[src/hw/rtl/rstq_pkg.sv]
`timescale 1ns / 1ps
// ----------------------------------------------------------------------------
// rstq_pkg
// Shared widths, codes and queue constants of the receive sequence tracker.
// ----------------------------------------------------------------------------
package rstq_pkg;

  // fixed field widths
  localparam int FUNC_W  = 3;
  localparam int ID_W    = 32;
  localparam int LEN_W   = 16;
  localparam int FRAC_W  = 32;
  localparam int KIND_W  = 3;
  localparam int SLOT_W  = 4;
  localparam int COUNT_W = 5;
  localparam int SEC_W   = 32;

  // descriptor queue
  localparam int QUEUE_DEPTH = 16;
  localparam int PTR_W       = $clog2(QUEUE_DEPTH);
  localparam int CNT_W       = $clog2(QUEUE_DEPTH + 1);

  // nak run limit
  localparam int MAX_NAKS = 63;
  localparam int NAKS_W   = $clog2(MAX_NAKS + 1);

  // expected id after reset or clear
  localparam logic [ID_W-1:0] ID_START = ID_W'(2);

  // operation codes
  typedef enum logic [FUNC_W-1:0] {
    FUNC_STORE   = 3'd0,
    FUNC_GET     = 3'd1,
    FUNC_FLUSH   = 3'd2,
    FUNC_TIMEOUT = 3'd3,
    FUNC_CLEAR   = 3'd4
  } func_t;

  // result kinds
  typedef enum logic [KIND_W-1:0] {
    KIND_NAK     = 3'd0,
    KIND_ACK     = 3'd1,
    KIND_STALE   = 3'd2,
    KIND_POPPED  = 3'd3,
    KIND_EMPTY   = 3'd4,
    KIND_FLUSHED = 3'd5,
    KIND_ELAPSED = 3'd6,
    KIND_CLEARED = 3'd7
  } kind_t;

endpackage

[src/hw/rtl/rstq_alu.sv]
`timescale 1ns / 1ps
// ----------------------------------------------------------------------------
// rstq_alu
// Shared 32-bit adder with carry in and carry out. Subtract and compare are
// done by feeding the inverted operand with carry in set.
// ----------------------------------------------------------------------------
module rstq_alu import rstq_pkg::*; (
  input  logic [ID_W-1:0] op_a,
  input  logic [ID_W-1:0] op_b,
  input  logic            carry_in,
  output logic [ID_W-1:0] sum,
  output logic            carry_out
);

  logic [ID_W:0] full_sum;

  // one wide add
  assign full_sum  = {1'b0, op_a} + {1'b0, op_b} + {{ID_W{1'b0}}, carry_in};
  assign sum       = full_sum[ID_W-1:0];
  assign carry_out = full_sum[ID_W];

endmodule

[config.mk]
export PLATFORM = sky130hd
export DESIGN_NAME = rstq_alu
export DESIGN_NICKNAME = d
export VERILOG_FILES = /design/src/hw/rtl/rstq_pkg.sv /design/src/hw/rtl/rstq_alu.sv
export SDC_FILE = /design/constraint.sdc
export NUM_CORES = 1
export LEC_CHECK = 0
export BUFFER_PORTS_ARGS = -buffer_cell sky130_fd_sc_hd__buf_2
export CAP_MARGIN = 20
export CORE_ASPECT_RATIO = 1.1
export CORE_MARGIN = 2
export CORE_UTILIZATION = 41
export DETAILED_ROUTE_END_ITERATION = 6
export GPL_TIMING_DRIVEN = 0
export PLACE_DENSITY = 0.75
export SYNTH_ARGS = -nofsm -noshare
export SYNTH_HDL_FRONTEND = slang
export SYNTH_SLANG_ARGS = --single-unit
[constraint.sdc]
create_clock -name vclk -period 8.7
set_input_delay 0.87 -clock vclk [all_inputs]
set_output_delay 0.87 -clock vclk [all_outputs]
set_load 0.05 [all_outputs]
Word level (Yosys, flattened, before mapping)
Cells that the tools add are included.
Widths: inputs -> output; s select.
{ "word_totals": {"output_inout_bits": 33, "memories": 0, "reg_bits": 0, "romBits": 0, "wordCells": 2, "ram_bits": 0, "latch_bits": 0, "input_bits": 65} }
{ "op_classes": {"div_mod_pow": 0, "n_mux": 0, "reduce_logical": 0, "eq_ne": 0, "n_shift": 0, "bitwise_logic": 0, "magnitude_cmp": 0, "mul": 0, "addsub": 2} }
{ "op_table": {"columns": ["cell", "n"], "rows": [
  ["$add 32x32->33", 1],
  ["$add 33x1->33", 1]
]} }

Longest topological paths before layout
{ "logic_depth": {"ltp_word": 2, "mapped_depth": 9, "mapped_depth_nobuf": 9} }

Least setup slack after synthesis
No wires, ideal clock.
{ "synth_timing": {"kind": "input-to-output", "from": "input op_a[0]", "to": "output sum[28]", "required_ns": 7.830, "slack_ns": 4.217, "cell_stages": 9, "arrival_ns": 3.613, "path_buffers": 0, "cell_sequence": "fa_1 > fa_1 > a21o_1 > a221oi_2 > o31ai_2 > a21o_1 > a21oi_2 > a21oi_1 > xor2_1"} }
{ "synth_between": {"elab_chain_cells": 2} }
{ "synth_rtl": {"columns": ["element", "line_no", "source"], "rows": [
  ["from (decl)", "rstq_alu.sv:8", "input logic [ID_W-1:0] op_a,"],
  ["$add 32x32->33", "rstq_alu.sv:18", "assign full_sum = {1'b0, op_a} + {1'b0, op_b} + {{ID_W{1'b0}}, carry_in};"],
  ["$add 33x1->33", "rstq_alu.sv:18", null],
  ["to (decl)", "rstq_alu.sv:11", "output logic [ID_W-1:0] sum,"]
]} }
No other way between the ends.

Worst setup path in the final report
{ "layout_timing": {"from": "input op_a[0]", "to": "output carry_out"} }
{ "layout_between": {"elab_chain_cells": 2} }
{ "layout_rtl": {"columns": ["element", "line_no", "source"], "rows": [
  ["$add 32x32->33", "rstq_alu.sv:18", null],
  ["$add 33x1->33", "rstq_alu.sv:18", null],
  ["to (decl)", "rstq_alu.sv:12", "output logic carry_out"]
]} }
No other way between the ends.

==> impl_metrics.yaml <==
run_status:
  outcome: "finished, final reports clean"
route:
  final_antenna_net_count: 0
  drtIter0Drc: 77
  wl_um: 4800
  viasPerCell: 5.51
  wl_per_cell_um: 12.1
  drc_errors: 0
  vias: 2176
  dr.pass1.iters: 4
global_route:
  grt_max_degree: 11
  grt_usage: 0.193
  grt_pass1_vias: 1951
  antenna_found_initial: 0
  grt_pass1_wl_um: 7850
  overflow: 0
worst_setup_path:
  cp_max_fo: 3
  required_ns: 7.83
  cp_top_family: "compound AO/OA/AOI/OAI gates"
  crit_type: "input port to output pin"
  end_kind: "output pin"
  crit_path_start_kind: "input port"
  arrival_ns: 3.73
  slowest_stage: "fa_1"
  crit_buf_inv: 2
  slowest_delay_ns: 0.47
  worstPathCellList: "buf_2 -> fa_1 -> fa_1 -> a21o_1 -> a221oi_2 -> o31ai_2 -> a21o_1 -> a21oi_2 -> a21oi_1 -> a221o_1 -> buf_2"
die:
  io_pins: 98
  die_area_mm2: 0.00478
  die_x_um: 66.1
  die_y_um: 72.3
  num_rows: 24
  fp.coreArea_mm2: 0.00402
  initial_core_util: 0.432
cts:
  postCtsHoldBufs: 0
  ctsResizeCount: 0
  postCtsSetupRepairBufs: 0
sta:
  finalCriticalPeriod_ns: 4.60
  setup_tns_ns: 0
  post-route-period-util: 0.529
  setup_viol: 0
  slew_violations: 0
  relSlewSlack: 0.568
  fin_hold_ws_ns: 2.22
  rsz0062_at_grt: "no"
  fmax_mhz: 217
  finalHoldViolations: 0
  tightest_slew_ns: 0.642
synthesis:
  synthesis.instances: 245
  netlist.area_leader.share: 0.223
  avgSynthCellArea_um2: 7.10
  yosys_warnings: 0
  yosysTopAreaCell: "ha_1"
  syn_nets: 343
  seq_area_frac_synth: 0
  synth.most_common_cell: "ha_1"
  ys_types: 43
  netlist_area_mm2: 0.00174
  ys_top_cells_by_count: "ha_1, a21oi_1, a21o_1, nand2_1, o21ai_0"
  synthTopCellsByArea: "ha_1, a21o_1, a21oi_1"
cells_and_area:
  final_cells: 395
  nets: 443
  syn_to_final_growth_pct: 31.9
  drive_gt1_frac: 0.309
  post-route-cell-area_mm2: 0.00229
  fill_cells: 412
  multi_input_area_mm2: 0.00167
  seq_cell_count: 0
  clockBufferCount: 0
  seqCellArea_um2: 0
  diodes: 0
place:
  dpl-instance-area_mm2: 0.00229
  hpwlAfterDp_um: 4140
  port_buffers: 98
  gp_congestion: 0.820
  placedCellCount: 395
power_and_ir_drop:
  vdd_drop_max_mv: 0.0770
  p_leak_nw: 1.24
  power_density_mw_per_mm2: 134
job:
  maxCapViolCount: 0
hold_path:
  hp-class: "input port to output pin"
-- tightest hold or removal path, delay by kind of cell --
kind                       cells  cell delay [ns]
adders and majority gates      1             0.14
buffers and inverters          2             0.33
-- area by class of cell --
class                      count  share of cell area
timing repair buffer          98               0.214
multi-input combinational    228               0.730
inverter                       5             0.00818
tap                           52              0.0284
buffer                        12              0.0202
-- cells by family after synthesis --
logic type	count (synthesis)	synth area share
multiplexers	1	0.00576
XOR/XNOR	27	0.136
adder cells (fa/ha/maj)	33	0.246
AO/OA/AOI/OAI	105	0.403
buffers and inverters	17	0.0374
AND/OR/NAND/NOR	62	0.172
-- path summary, 6_finish.rpt --
kind,startpoint,end,slack (ns),depth (start not counted)
max,op_a[0],carry_out,4.10,11
min,carry_in,sum[0],2.22,3
-- metrics by stage --
step | total power, mW | setup slack [ns] | util
floorplan | 0.239 | 4.22 | -
global placement | 0.303 | 4.13 | 0.570
detailed placement | 0.307 | 4.09 | 0.570
CTS | 0.307 | 4.08 | 0.570
global route | 0.329 | 3.96 | 0.570
finish | 0.306 | 4.10 | 0.570
-- routing by layer --
layer | GRT usage | up-vias | part of all wire
met5 | 0 | - | 0
met4 | 0.0159 | 0 | 0.0067
met3 | 0.0155 | 4 | 0.055
met2 | 0.369 | 60 | 0.51
met1 | 0.243 | 984 | 0.43
li1 | - | 1128 | -
-- placed cells by master (no fill, tap or decap), drive strengths merged, types with 3 or more instances in the layout --
cell type / instances
a211oi: 3
a21o: 23
a21oi: 31
a31oi: 7
and3: 3
buf: 98
clkbuf: 12
ha: 31
inv: 5
nand2: 21
nand2b: 3
nand3: 7
nand4: 4
nor2: 13
o21ai: 17
o21bai: 4
o31ai: 4
or3: 3
xnor2: 14
xor2: 13
-- where the power goes --
group          internal, mW  switching (mW)  total, mW
clock                     0               0          0
combinational        0.0909           0.215      0.306
sequential                0               0          0
Note: power is estimated with default switching activity, not from simulation.
