### src/hw/rtl/rstq_ram.sv
`timescale 1ns / 1ps
// ----------------------------------------------------------------------------
// rstq_ram
// Generic single write port, single read port RAM with registered read.
// ----------------------------------------------------------------------------
module rstq_ram #(
  parameter int WIDTH = 16,
  parameter int DEPTH = 16
) (
  input  logic                     clk,
  input  logic                     wr_en,
  input  logic [$clog2(DEPTH)-1:0] wr_addr,
  input  logic [WIDTH-1:0]         wr_data,
  input  logic                     rd_en,
  input  logic [$clog2(DEPTH)-1:0] rd_addr,
  output logic [WIDTH-1:0]         rd_data
);

  logic [WIDTH-1:0] mem [DEPTH];

  // write port
  always_ff @(posedge clk) begin
    if (wr_en) begin
      mem[wr_addr] <= wr_data;
    end
  end

  // registered read port
  always_ff @(posedge clk) begin
    if (rd_en) begin
      rd_data <= mem[rd_addr];
    end
  end

endmodule

### config.mk
export PLATFORM = sky130hd
export DESIGN_NAME = rstq_ram
export DESIGN_NICKNAME = d
export VERILOG_FILES = /design/src/hw/rtl/rstq_ram.sv
export SDC_FILE = /design/constraint.sdc
export NUM_CORES = 1
export LEC_CHECK = 0
export ABC_AREA = 1
export BUFFER_PORTS_ARGS = -buffer_cell sky130_fd_sc_hd__buf_4
export CORE_MARGIN = 3
export CORE_UTILIZATION = 30
export CTS_BUF_LIST = sky130_fd_sc_hd__clkbuf_16
export DETAILED_ROUTE_END_ITERATION = 16
export GPL_TIMING_DRIVEN = 1
export SKIP_CTS_REPAIR_TIMING = 1
export SLEW_MARGIN = 5
export SYNTH_ARGS = -nofsm -noshare
export SYNTH_HDL_FRONTEND = slang
export SYNTH_SLANG_ARGS = --single-unit
### constraint.sdc
create_clock -name clk -period 1.85 [get_ports clk]
set_input_delay 0.2775 -clock clk [delete_from_list [all_inputs] [get_ports clk]]
set_output_delay 0.2775 -clock clk [all_outputs]
set_load 0.05 [all_outputs]
# Yosys cells after proc, flatten, opt, wreduce, memory -nomap -nowiden

Memories as Yosys holds them, arrays and structs flattened. A register that Yosys moved wholly into a read port is not among the register bits.
Index checks and enable logic that the tools add are counted.

Muxes and demuxes: 2

Operators by type and width:

| cell   | number |
|---|---|
| $mux 1 | 2 |

Memories: 1
Bits in writable memories: 256
Register bits: 0
Word-level logic and storage cells: 3

Memories:

| name | words | width | read ports | clocked after Yosys merged registers in | write ports | RTL line | source |
|---|---|---|---|---|---|---|---|
| mem  | 16    | 16    | 1          | 1                                       | 1           | 19       | `logic [WIDTH-1:0] mem [DEPTH];` |

# Longest topological paths before layout

Gate-level depths: netlist (run 1).

Depth after elaboration: 2
Depth in mapped cells: 9
Mapped depth without buffers: 7

# Worst setup path before layout (run 1)

OpenSTA, ideal clock, no wires.

Kind: input-to-reg
Start: input wr_addr[2]
End: memory mem[10][0], enable pin
Setup slack: 0.273 ns
Cell stages on the path: 2
Arrival time: 1.189 ns
Setup time: 0.388 ns
Cell sequence: nand3b_1 -> nor2_1

RTL lines:

| what               | RTL line | source |
|---|---|---|
| start: declaration | 12       | `input logic [$clog2(DEPTH)-1:0] wr_addr,` |
| end: declaration   | 19       |  |

Straight into the memory's write port.

# Final worst setup path (run 1)

Start: register rd_data[3] (read register of mem)
End: output rd_data[3]

RTL lines:

| what               | RTL line | source |
|---|---|---|
| start: declaration | 16       | `output logic [WIDTH-1:0] rd_data` |

No word-level cell between the ends.

==> results of run 1 <==
[kinds of logic (layout without fill, tap and decap cells)]
| kind of cell | count (synthesis) | in the layout | share of synthesized area |
|---|---|---|---|
| flip-flops | 272 | 272 | 0.708 |
| AND/OR/NAND/NOR | 553 | 553 | 0.201 |
| buffers and inverters | 249 | 327 | 0.0909 |
[registers in the layout, indices dropped and copies added, names as in the netlist]
| name | count |
|---|---|
| mem | 256 |
| rd_data | 16 |
[per-layer routing]
layer  part of all wire  track usage
met5            0.00063            0
met4              0.026       0.0416
met3              0.062       0.0227
met2               0.46        0.220
met1               0.45        0.191
[through the flow]
| step | hold WS (ns) | instance area, um^2 | instances |
|---|---|---|---|
| 2_1_floorplan | 0.376 | 11500 | 1074 |
| 3_3_place_gp | 0.581 | 12700 | 1615 |
| 3_5_place_dp | 0.589 | 12700 | 1615 |
| 4_1_cts | 0.0356 | 13800 | 1663 |
| 5_1_grt | 0.0594 | 13800 | 1663 |
| 6_report | 0.0538 | 13800 | 1663 |
[where the power goes]
group	internal [mW]	leakage [nW]	switching, mW
Sequential	6.94	2.47	0.0455
Clock	4.04	0.498	2.26
Combinational	0.294	2.78	0.665
Total	11.3	5.75	2.97
[cell type report]
class | count | area [um^2] | area share
clock buffer | 27 | 676 | 0.0490
clock inverter | 21 | 357 | 0.0259
inverter | 198 | 744 | 0.0540
multi-input combinational | 553 | 2360 | 0.172
sequential | 272 | 8170 | 0.593
tap | 511 | 639 | 0.0464
timing repair buffer | 81 | 833 | 0.0605
[worst max path at each step]
stage | startpoint | to | slack [ns]
final | rd_data[3]$_DFFE_PP_ | rd_data[3] | 0.34
after global routing | rd_data[3]$_DFFE_PP_ | rd_data[3] | 0.31
after CTS | rd_data[3]$_DFFE_PP_ | rd_data[3] | 0.31
after detailed placement | rd_addr[0] | rd_data[6]$_DFFE_PP_ | 0.32
after global placement | rd_addr[0] | rd_data[6]$_DFFE_PP_ | 0.33
after floorplan | wr_addr[2] | mem[10][0]$_DFFE_PP_ | 0.27
[placed cells by master, fill, tap and decap left out]
| cell type | synthesis | final |
|---|---|---|
| buf_4 | 18 | 63 |
| clkinv_2 | 0 | 4 |
| nand3_1 | 193 | 193 |
| clkinv_1 | 0 | 4 |
| clkinvlp_4 | 0 | 3 |
| buf_12 | 0 | 18 |
| clkbuf_16 | 0 | 27 |
| nor2_2 | 0 | 16 |
| nand3b_1 | 2 | 2 |
| inv_1 | 196 | 197 |
| edfxtp_1 | 272 | 272 |
| bufinv_16 | 0 | 10 |
| nand2_1 | 341 | 341 |
| inv_2 | 2 | 1 |
| nor2_1 | 17 | 1 |
==> results.sh, run 1 <==
export IMPL_status="finished clean"
export IMPL_h_tree_depth=1
export IMPL_peakVddDrop_uv=698
export IMPL_cp_depth=1
export IMPL_routed_wl_mm=28.4
export IMPL_grt_use_total=0.137
export IMPL_synth_seq_cells=272
export IMPL_yosys_area_top_type="edfxtp_1"
export IMPL_rsz0062_at_grt="no"
export IMPL_crit_buf_inv=1
export IMPL_synth_area_per_cell_um2=10.7
export IMPL_worstSetupPathType="reg2out"
export IMPL_dpl_worst_slack_ns=0.320
export IMPL_grt_pass1_vias=7225
export IMPL_reg2reg_slack_ns=0.76
export IMPL_fin_ws_ns=0.338
export IMPL_hold_class="in2reg"
export IMPL_worstMarginPinSlew_ns=0.464
export IMPL_max_freq_ghz=0.661
export IMPL_yosysTopAreaCellShare=0.708
export IMPL_rows=71
export IMPL_dr_pass1_iters=5
export IMPL_critPathCaptureType="primary output"
export IMPL_cts_sink_count=272
export IMPL_hold_path_cell_count=1
export IMPL_cpMaxStageDelayCell="edfxtp_1"
export IMPL_drc=0
export IMPL_finalNetCount=1159
export IMPL_synth_area_top_cells="edfxtp_1 71%, nand2_1 11%, nand3_1 8.4%, inv_1 6.4%, buf_4 1.2%"
export IMPL_final_util=0.365
export IMPL_pin_count=43
export IMPL_gp_congestion=0.755
export IMPL_start_util=0.306
export IMPL_ys_types=12
export IMPL_antenna_found_initial=2
export IMPL_yosysMostFrequentCell="nand2_1"
export IMPL_syn2layout_area_growth_pct=19.4
export IMPL_arrival_ns=1.23
export IMPL_n_antenna_cell=0
export IMPL_synthCells=1074
export IMPL_powerDensity_nw_per_um2=1030
export IMPL_grt_pass1_wl_mm=43.0
export IMPL_hold_start="wr_data[13]"
export IMPL_viasPerCell=4.48
export IMPL_fin_skew_ns=0.00497
export IMPL_post_route_period_util=0.817
export IMPL_ys_warn_count=0
export IMPL_fin_crit_ns=1.51
export IMPL_tritoncts="built"
export IMPL_design_core_area_um2=37800
export IMPL_max_slew_margin_rel=0.691
export IMPL_clockRootBuffer="clkbuf_16"
export IMPL_antenna_left=0
export IMPL_leakage_nw=5.75
export IMPL_syn_nets=1101
export IMPL_synth_area_um2=11500
export IMPL_ys_seq_area_frac=0.708
export IMPL_drive_gt1_frac=0.123
export IMPL_cp_top_family="flip-flops"
export IMPL_setup_tns_ns=0
export IMPL_grt_max_degree=53
export IMPL_hold_violations=0
export IMPL_clock_latency_ns=0.52
export IMPL_dp_hpwl_mm=15.9
export IMPL_drtIter0Drc=598
export IMPL_r2r_end="rd_data[14]$_DFFE_PP_"
export IMPL_final_max_slew_violation_count=0
export IMPL_drv_cap=0
export IMPL_critPathMaxStageDelay_ns=0.48
export IMPL_fillers=3614
export IMPL_clockBufferDepth=3
export IMPL_wl_per_cell_um=17.1
export IMPL_io_buffers=42
export IMPL_crit_path_cell_trace="buf_4"
export IMPL_required_ns=1.57
export IMPL_setup_viol=0
export IMPL_setup_worst_path_start_class="flip-flop"
export IMPL_die_w_um=202
export IMPL_cts_buffers=26
export IMPL_ys_async_sr_fraction=0
export IMPL_vias=7446
export IMPL_overflow=0
export IMPL_path_clk_slew_ns=0.06
export IMPL_r2r_start="mem[15][14]$_DFFE_PP_"
export IMPL_min_to="mem[2][13]$_DFFE_PP_"
export IMPL_power_total_mw=14.2
export IMPL_synth_edff_count=272
export IMPL_rr_worst_depth=6
export IMPL_die_h_um=202
export IMPL_ys_flop_type="edfxtp_1"
export IMPL_synth_common_cells="341 x nand2_1, 272 x edfxtp_1, 196 x inv_1, 193 x nand3_1, 19 x buf_2"
export IMPL_crit_path_max_fanout=1
export IMPL_dieArea_um2=40900
Note: power is estimated with default switching activity, not from simulation.
==> run 2: changes to the inputs <==
Clock period 1.85 ns to 1.25 ns, I/O delays scaled along.
==> results.sh, run 2 (synthesis gave the netlist of run 1 again) <==
export IMPL_status="complete, but fails checks"
export IMPL_violations="setup timing"
export IMPL_dp_hpwl_mm=16.7
export IMPL_post_route_period_util=1.13
export IMPL_pwr_share_clk=0.388
export IMPL_clockRootBuffer="clkbuf_16"
export IMPL_pwr_share_comb=0.082
export IMPL_setup_worst_path_start_class="flip-flop"
export IMPL_layout_common_cells="341 x nand2_1, 272 x edfxtp_1, 200 x inv_1"
export IMPL_peakVddDrop_uv=1090
export IMPL_h_tree_depth=1
export IMPL_antenna_found_initial=1
export IMPL_finalNetCount=1194
export IMPL_cts_sink_count=272
export IMPL_critPathCaptureType="primary output"
export IMPL_vias=7518
export IMPL_grt_max_degree=41
export IMPL_viasPerCell=4.43
export IMPL_leakage_nw=5.89
export IMPL_drc=0
export IMPL_hold_class="in2reg"
export IMPL_fin_crit_ns=1.41
export IMPL_holdWs_ns=0.00720
export IMPL_design_core_area_um2=37800
export IMPL_p_int_mw=15.2
export IMPL_crit_buf_inv=1
export IMPL_grt_pass1_vias=7321
export IMPL_fin_ws_ns=-0.163
export IMPL_p_seq_frac=0.530
export IMPL_io_buffers=42
export IMPL_max_slew_margin_rel=0.775
export IMPL_setup_tns_ns=-1.24
export IMPL_syn2layout_area_growth_pct=22.1
export IMPL_antenna_left=0
export IMPL_die_w_um=202
export IMPL_worstSetupPathType="reg2out"
export IMPL_setup_viol=16
export IMPL_final_util=0.373
export IMPL_rsz0062_at_grt="yes"
export IMPL_dieArea_um2=40900
export IMPL_clock_latency_ns=0.53
export IMPL_cts_buffers=26
export IMPL_overflow=0
export IMPL_critPathMaxStageDelay_ns=0.48
export IMPL_largest_reg_flops=256
export IMPL_worstMarginPinSlew_ns=0.338
export IMPL_regMostFlops="mem"
export IMPL_dr_pass1_iters=5
export IMPL_grt_pass1_wl_mm=44.1
export IMPL_largestRegisters="mem: 256 flops, rd_data: 16 flops"
export IMPL_drv_cap=0
export IMPL_n_antenna_cell=0
export IMPL_fillers=3645
export IMPL_cpMaxStageDelayCell="edfxtp_1"
export IMPL_wl_per_cell_um=16.7
export IMPL_crit_path_cell_trace="buf_6"
export IMPL_required_ns=1.06
export IMPL_die_h_um=202
export IMPL_swShare=0.224
export IMPL_routed_wl_mm=28.4
export IMPL_clockBufferDepth=3
export IMPL_max_freq_ghz=0.707
export IMPL_path_clk_slew_ns=0.06
export IMPL_drtIter0Drc=656
export IMPL_rows=71
export IMPL_grt_use_total=0.140
export IMPL_start_util=0.306
export IMPL_final_max_slew_violation_count=0
export IMPL_pin_count=43
export IMPL_tritoncts="built"
export IMPL_drive_gt1_frac=0.132
export IMPL_layout_commonest_cell="nand2_1"
export IMPL_fin_skew_ns=0.0122
export IMPL_hold_violations=0
export IMPL_arrival_ns=1.23
export IMPL_gp_congestion=0.796
export IMPL_powerDensity_nw_per_um2=1390
export IMPL_cp_top_family="flip-flops"
export IMPL_crit_path_max_fanout=1
export IMPL_p_switching_mw=4.37
run 2: cell count changes in the layout (fill, tap and decap cells not counted):
cell,delta
buf_12,+13
buf_4,-8
buf_6,+16
bufinv_16,-8
clkinv_1,+3
clkinv_2,+2
clkinvlp_4,-1
dlygate4sd3_1,+14
inv_1,+3
run 2: metrics by stage:
| step | std cells | power (mW) | cell area (um^2) | setup WS [ns] |
|---|---|---|---|---|
| 2_1_floorplan | 1074 | 11.4 | 11600 | -0.237 |
| 3_5_place_dp | 1636 | 12.1 | 13100 | -0.224 |
| 5_1_grt | 1697 | 20.2 | 14100 | -0.199 |
| 6_report | 1697 | 19.5 | 14100 | -0.163 |
| 4_1_cts | 1683 | 19.6 | 13900 | -0.220 |
| 3_3_place_gp | 1636 | 12.1 | 13100 | -0.209 |
run 2: final timing paths:
path                                      startpoint              endpoint  slack (ns)  depth (start not counted)
worst max-delay path            rd_data[7]$_DFFE_PP_            rd_data[7]       -0.16                          1
worst min-delay path                      wr_data[3]   mem[2][3]$_DFFE_PP_       0.007                          1
worst max register to register  mem[13][2]$_DFFE_PP_  rd_data[2]$_DFFE_PP_        0.15                          6
worst min register to register  mem[11][0]$_DFFE_PP_  rd_data[0]$_DFFE_PP_        0.73                          6
run 2: power by group through the flow:
stage	Combinational [mW]	Sequential, mW	Clock, mW
after floorplan	0.693	10.7	0
after global placement	1.52	10.5	0
after detailed placement	1.54	10.5	0
after CTS	1.55	10.3	7.74
after global routing	1.75	10.4	8.09
final	1.60	10.4	7.57
run 2: area by class of cell:
| cell class | instances | area [um^2] | share of cell area |
|---|---|---|---|
| Sequential cell | 272 | 8170 | 0.580 |
| Multi-Input combinational cell | 553 | 2360 | 0.168 |
| Timing Repair Buffer | 116 | 1350 | 0.0961 |
| Inverter | 198 | 744 | 0.0528 |
| Clock buffer | 27 | 676 | 0.0480 |
| Tap cell | 511 | 639 | 0.0454 |
| Clock inverter | 20 | 141 | 0.0100 |
run 2: per-layer routing:
metal | track usage | vias up | share of wire
li1 | - | 3661 | -
met1 | 0.192 | 3559 | 0.44
met2 | 0.226 | 247 | 0.47
met3 | 0.0258 | 49 | 0.066
met4 | 0.0418 | 2 | 0.024
met5 | 0 | - | 0.00046
